==> config.mk <==
export PLATFORM = sky130hd
export DESIGN_NAME = ikeda_div
export DESIGN_NICKNAME = d
export VERILOG_FILES = /design/src/design/ikeda_pkg.sv /design/src/design/ikeda_div.sv
export SDC_FILE = /design/constraint.sdc
export NUM_CORES = 1
export LEC_CHECK = 0
export ABC_AREA = 1
export BUFFER_PORTS_ARGS = -buffer_cell sky130_fd_sc_hd__buf_2
export CORE_ASPECT_RATIO = 1.1
export CORE_MARGIN = 4
export CORE_UTILIZATION = 55
export CTS_BUF_LIST = sky130_fd_sc_hd__clkbuf_4 sky130_fd_sc_hd__clkbuf_8 sky130_fd_sc_hd__clkbuf_16
export DETAILED_ROUTE_END_ITERATION = 8
export MAX_ROUTING_LAYER = met4
export PLACE_DENSITY = 0.81
export SYNTH_ARGS = -nofsm -noshare
export SYNTH_HDL_FRONTEND = slang
export SYNTH_SLANG_ARGS = --single-unit
==> constraint.sdc <==
create_clock -name clock -period 3.6 [get_ports clock]
set_clock_uncertainty 0.1 [all_clocks]
set_input_delay 0.18 -clock clock [delete_from_list [all_inputs] [get_ports clock]]
set_output_delay 0.18 -clock clock [all_outputs]
set_load 0.01 [all_outputs]
==> src/design/ikeda_pkg.sv <==
// ----------------------------------------------------------------------------
// Ikeda map iterator package
// Shared types and constants for the fixed-point Ikeda map datapath.
// ----------------------------------------------------------------------------
package ikeda_pkg;

   localparam int CordicSteps = 24;
   localparam int StepW       = 5;

   localparam logic signed [63:0] FxOne    = 64'sd16777216;
   localparam logic signed [63:0] FxPi     = 64'sd52707179;
   localparam logic signed [63:0] FxTwoPi  = 64'sd105414357;
   localparam logic signed [63:0] FxHalfPi = 64'sd26353589;
   localparam logic signed [63:0] FxGain   = 64'sd10188014;
   localparam logic signed [63:0] Lim32    = 64'sd4294967295;

   // Reciprocal of two pi, scaled so that the integer part of an angle times
   // this value, shifted right by 32, never exceeds the true turn count.
   localparam logic [63:0] FxRecip = (64'd1 << 56) / FxTwoPi;

   typedef enum logic [2:0] {
      CSR_INIT_X = 3'd0,
      CSR_INIT_Y = 3'd1,
      CSR_COEF_A = 3'd2,
      CSR_COEF_B = 3'd3,
      CSR_COEF_C = 3'd4,
      CSR_COEF_D = 3'd5
   } csr_index_type;

   typedef enum logic [3:0] {
      ST_IDLE, ST_SQX, ST_SQY, ST_DIV, ST_ANG, ST_MOD, ST_RED, ST_CORD,
      ST_XC, ST_YS, ST_XS, ST_YC, ST_BX, ST_BY
   } state_type;

   function automatic logic signed [63:0] atan_entry(input logic [StepW-1:0] i);
      logic signed [63:0] r;
      unique case (i)
         5'd0: r = 64'sd13176795;  5'd1: r = 64'sd7778716;
         5'd2: r = 64'sd4110060;   5'd3: r = 64'sd2086331;
         5'd4: r = 64'sd1047214;   5'd5: r = 64'sd524117;
         5'd6: r = 64'sd262123;    5'd7: r = 64'sd131069;
         5'd8: r = 64'sd65536;     5'd9: r = 64'sd32768;
         5'd10: r = 64'sd16384;    5'd11: r = 64'sd8192;
         5'd12: r = 64'sd4096;     5'd13: r = 64'sd2048;
         5'd14: r = 64'sd1024;     5'd15: r = 64'sd512;
         5'd16: r = 64'sd256;      5'd17: r = 64'sd128;
         5'd18: r = 64'sd64;       5'd19: r = 64'sd32;
         5'd20: r = 64'sd16;       5'd21: r = 64'sd8;
         5'd22: r = 64'sd4;        5'd23: r = 64'sd2;
         5'd24: r = 64'sd1;
         default: r = 64'sd0;
      endcase
      return r;
   endfunction

endpackage

==> src/design/ikeda_div.sv <==
// ----------------------------------------------------------------------------
// Ikeda restoring divider
// Unsigned 56 by 64 bit division, one quotient bit per cycle.
// ----------------------------------------------------------------------------
module ikeda_div (
   input  logic        clock,
   input  logic        reset,
   input  logic        start,
   input  logic [55:0] dividend,
   input  logic [63:0] divisor,
   output logic        done,
   output logic [55:0] quotient
);
   import ikeda_pkg::*;

   logic [55:0] quo_ff, quo_in;
   logic [63:0] rem_ff, rem_in;
   logic [5:0]  cnt_ff, cnt_in;
   logic        busy_ff, busy_in;
   logic [64:0] trial;

   always_comb begin
      quo_in  = quo_ff;
      rem_in  = rem_ff;
      cnt_in  = cnt_ff;
      busy_in = busy_ff;
      trial   = {rem_ff, quo_ff[55]};
      if (start) begin
         quo_in  = dividend;
         rem_in  = '0;
         cnt_in  = 6'd55;
         busy_in = 1'b1;
      end else if (busy_ff) begin
         quo_in = {quo_ff[54:0], 1'b0};
         if (trial >= {1'b0, divisor}) begin
            rem_in    = 64'(trial - {1'b0, divisor});
            quo_in[0] = 1'b1;
         end else begin
            rem_in = trial[63:0];
         end
         cnt_in = cnt_ff - 6'd1;
         if (cnt_ff == 6'd0) begin
            busy_in = 1'b0;
         end
      end
   end

   always_ff @(posedge clock) begin
      if (reset) begin
         busy_ff <= 1'b0;
         cnt_ff  <= '0;
      end else begin
         busy_ff <= busy_in;
         cnt_ff  <= cnt_in;
      end
      quo_ff <= quo_in;
      rem_ff <= rem_in;
   end

   assign done     = busy_ff && (cnt_ff == 6'd0);
   assign quotient = {quo_ff[54:0], (trial >= {1'b0, divisor})};
endmodule

* Word level (Yosys, flattened, before mapping) *
Index checks and enable logic that the tools add are counted.

operators by class
  div/mod/pow operators = 0
  equality and inequality tests = 0
  magnitude comparators = 1
  $mul = 0
  add/sub/neg operators = 2
  shifts and indexed selects = 0
  bitwise operators = 0
  multiplexer cells = 9
  reductions and logical operators = 4

operator list
  kind                                                                count
  56-bit two-way mux                                                  2
  65-bit by 64-bit >= comparator with 1-bit output                    1
  64-bit two-way mux                                                  1
  64-bit subtractor                                                   1
  6-bit two-way mux                                                   2
  6-bit logical NOT                                                   1
  6-bit by 1-bit subtractor with 6-bit output, second input constant  1
  1-bit two-way mux                                                   4
  2-bit nonzero test                                                  1
  2-bit OR reduction                                                  1
  1-bit logical AND                                                   1

word-level totals
  memory bits (read-only) = 0
  word-level logic and storage cells = 21
  input port bits = 123
  memory bits (writable) = 0
  bits in registers = 127
  latch bits = 0
  output and inout port bits = 57
  memories = 0

* Logic depth before layout (Yosys ltp) *
  word-level depth = 4
  depth in mapped cells = 19
  gate-level depth less buffers = 19

* Least setup slack after synthesis *
Ideal clock, no wire load.

  kind = input to register
  from = in start
  to = reg quo_ff[0] (enable)
  data arrival time = 2.362 ns
  path slack = 0.696 ns
  data required time = 3.058 ns
  library setup time = 0.442 ns
  stages on the path = 4
  path buffers = 2
  path through = clkbuf_1 nor2_1 inv_1 clkbuf_1

between the ends
  word-level cells in the longest chain between the ends = 1

ends and longest elaborated chain
  element                              line             text
  start, declared                      ikeda_div.sv:8   input logic start,
  2-bit nonzero test (no source line)  --
  end signal, assigned                 ikeda_div.sv:56  quo_ff <= quo_in;
  end, declared                        ikeda_div.sv:16  logic [55:0] quo_ff, quo_in;

No other way between the ends.
A chain may end at the register's enable or synchronous reset.

* Final worst setup path *
  from = reg rem_ff[62]
  to = out quotient[0]

between the ends
  word-level cells in the longest chain between the ends = 1

ends and longest elaborated chain
  element                                           line             text
  start, declared                                   ikeda_div.sv:17  logic [63:0] rem_ff, rem_in;
  start signal, assigned                            ikeda_div.sv:57  rem_ff <= rem_in;
  65-bit by 64-bit >= comparator with 1-bit output  ikeda_div.sv:61  assign quotient = {quo_ff[54:0], (trial >= {1'b0, divisor})};
  end, declared                                     ikeda_div.sv:12  output logic [55:0] quotient

No other way between the ends.

==> summary.txt <==
Setup path
  • Crit path to: quotient[0]
  • CP endpoint kind: output port
  • Reg2reg start: rem_ff[62]
  • Worst Setup Start Kind: register
  • Worst Setup SP: rem_ff[62]
  • R2r worst-path depth: 13
  • R2R setup slack: 0.56 ns
  • Bufs and invs on worst path: 3
  • CP dominant cell by count: nand2_1
  • CP top delay family: simple AND/OR/NAND/NOR gates
  • Required time worst endpoint: 3.32 ns
  • Reg-to-reg endpoint: rem_ff[13]
  • Slowest stage delay, CP: 0.39 ns
  • Crit path max fanout: 23
  • Crit Path Category: register to output port
  • Crit-path cells: ha_1, inv_1, nor2_1, nand2_1, nor3_1, nand2_1, nor2_2, nor2_4, nand2_2, buf_12, buf_2
  • Critical Path Stages: 11
  • Crit-path slowest cell: nand2_2
  • Critical Path AT: 3.13 ns

STA
  • Slew HR: 45.02%
  • Slew @ Worst Pin: roughly 0.82 ns
  • Max Clock Freq: ~0.3 GHz
  • Final Hold Viols: 0
  • Final period utilization: 94.72%
  • Period minus WS final: 3.410 ns
  • RSZ-0062 raised after global routing: no
  • Final setup violation count: 0
  • Pins Over Slew Limit: 0
  • Worst setup margin: 0.1900 ns
  • Hold Slack: 0.03509 ns
  • Fin Setup TNS: 0 ns

Synth
  • Register area share after synthesis: about a quarter
  • Post-synth cell types: 37
  • Syn_area_per_cell: around 5.9 µm²
  • Seq cells post-synth: 127
  • Synth Cell Area: around 12,000 µm²
  • Net Count, Synth: 2,259
  • Syn Inst Count: roughly 2.1k
  • YS warnings: 0

Status
  • Outcome: completed

Route
  • Per-cell routed wire length: 15.99 µm
  • DR iter-0 viols: 1,049
  • Drt total wl: between 40,000 and 50,000 µm
  • Remaining DRCs: 0
  • Total number of vias: around 13k
  • Drt pass-1 iters: 5
  • ANT nets after route: 0
  • Vias per Instance: 5.125

Die
  • # rows: 56
  • Die X: 149.9 µm
  • Core region area: about 22,000 µm²
  • Die area: 24,610 µm²
  • Die Ht: 164.1 µm
  • Initial Util: 56.48%
  • Io pins: 180

Place
  • Final RePlAce weighted congestion: around 1.1
  • Post-DP HPWL: slightly above 30,000 µm
  • Port Buffers: between 150 and 200
  • Pre-CTS setup slack: 0.6863 ns

Final layout
  • Storage element area: roughly 3100 µm²
  • Fraction of layout cells with a size suffix above 1: 11.59%
  • Layout net count: 2,420
  • Fill cell count: 2,104
  • Area Growth Syn to Fin: 14.78%
  • Multi-input logic area: 6847 µm²

Clocking
  • Post-CTS Setup Inserts: 0
  • CTS tree: yes
  • # clock sinks: 127
  • Total CTS buffers: 17
  • Worst-path clk slew: 0.07 ns
  • Clock Tree Root: clkbuf_16
  • CTS H-tree depth: 4
  • Later-pin clock latency in the skew report: roughly 0.43 ns
  • CTS Buffer Depth: 2

Power and ir drop
  • Power per Cell Area: 290.8 nW/µm²
  • Lkg Pwr: 0.008076 µW
  • VDD IR max: 308.2 µV

Global routing
  • Met3 Use GR: 4.663%
  • Initial antenna violation count: 1
  • Met2 usage: 56.94%
  • GRT busiest layer: met2
  • Vias in the first global route: between 10k and 15k
  • Total gr overflow: 0
  • First-pass GRT wire length: ~63,000 µm
  • GRT Total Usage: ~33%
  • Routing usage on met1: 38.67%
  • Largest net degree at the start of global routing: 66

Hold path
  • Worst hold path type: input pin to register
  • Hold Crit Start: dividend[28]

Run
  • Max-cap violations: 0
-- logic make-up (layout without fill, tap and decap cells) --
family          Yosys count  count (layout)  synth area share (%)
buf+inv                 508             682                 18.45
other cells               0               2                     0
fa+ha+maj                67              67                 6.940
xor+xnor                 37              37                 2.659
simple gates           1201            1201                 40.88
compound gates          129             129                 5.616
flops                   127             127                 25.46
-- sequential cells by signal, indices dropped and copies added, names as in the netlist --
register  count
busy_ff       1
cnt_ff        6
quo_ff       56
rem_ff       64
-- per-stage QoR --
stage          total power (µW)  cell area [µm²]  std cells  utilization, %
2_1_floorplan              2109            12190       2069               -
3_3_place_gp               2252            12850       2447           59.56
3_5_place_dp               2263            12850       2447           59.56
4_1_cts                    4051            13980       2533           64.80
5_1_grt                    4210            13990       2534           64.81
6_report                   4069            13990       2535           64.82
-- power by group --
group | total [µW] | internal [µW] | switching [µW]
logic | 657 | 257 | 401
registers | 1650 | 1600 | 43.9
clock network | 1770 | 933 | 833
total | 4070 | 2790 | 1280
-- worst register-to-register path, delay by kind of cell (launching register included) --
family / cells / cell delay, ns
AND/OR/NAND/NOR: 9 / 1.76
AO/OA/AOI/OAI: 1 / 0.11
buffers and inverters: 2 / 0.33
flip-flops: 1 / 0.33
adder cells (fa/ha/maj): 1 / 0.29
-- layout make-up --
cell class | instances | share of cell area, %
multi-input combinational | 1434 | 48.94
sequential | 127 | 22.18
timing repair buffer | 244 | 11.13
inverter | 406 | 10.90
clock buffer | 17 | 3.041
tap | 290 | 2.594
clock inverter | 15 | 1.181
antenna | 2 | 0.03577
-- per-layer routing --
metal,up-vias,wire length [µm],share of wire [%]
met1,5787,16450,41
met3,130,2515,6.2
met5,-,0,0
met4,0,2269,5.6
met2,521,19290,48
li1,6553,-,-
-- cells in the final DEF (no fill, tap or decap), drive strengths merged, types with 2 or more instances in the layout --
cell / netlist / layout
nor3: 12 / 12
nor2: 139 / 139
ha: 66 / 66
nand4: 13 / 13
o21bai: 8 / 8
edfxtp: 56 / 56
a21oi: 61 / 61
and2: 2 / 2
diode: 0 / 2
clkinv: 2 / 8
dfxtp: 71 / 71
inv: 404 / 412
buf: 83 / 190
nand2: 847 / 847
dlygate4sd3: 0 / 54
nand3b: 38 / 38
nand3: 149 / 149
xnor2: 34 / 34
clkbuf: 19 / 17
o21ai: 54 / 54
xor2: 3 / 3
-- worst min path at each step --
stage	end	slack, ns	cells past startpoint
after floorplan	cnt_ff[4]	0.15	1
after global placement	cnt_ff[4]	0.30	2
after detailed placement	cnt_ff[4]	0.30	2
after CTS	quo_ff[28]	0.002	3
after global routing	quo_ff[28]	0.03	3
final	quo_ff[28]	0.04	3
-- cells in the mapped netlist, drive strengths merged --
master | instances | area, µm²
nand4 | 13 | 81.33
clkbuf | 19 | 71.32
clkinv | 2 | 7.510
a211oi | 1 | 7.510
xor2 | 3 | 26.28
a21boi | 1 | 7.510
o211ai | 1 | 7.510
nor2 | 139 | 576.8
inv | 404 | 1516
and2 | 2 | 12.51
nor3 | 12 | 60.06
dfxtp | 71 | 1421
buf | 83 | 653.1
nand3 | 149 | 760.7
ha | 66 | 825.8
a31oi | 1 | 6.260
and3 | 1 | 6.260
fa | 1 | 20.02
edfxtp | 56 | 1682
o21ai | 54 | 270.3
a21o | 1 | 7.510
nand3b | 38 | 285.3
o21bai | 8 | 60.06
a221oi | 1 | 8.760
a21oi | 61 | 309.1
nand2 | 847 | 3199
xnor2 | 34 | 297.8
-- what timing repair did --
action | in CTS | in global routing
gates resized for setup | 0 | 0
hold buffers | 54 | 0
hold endpoints to repair | 57 | 0
Power figures use the tool's default switching activity.
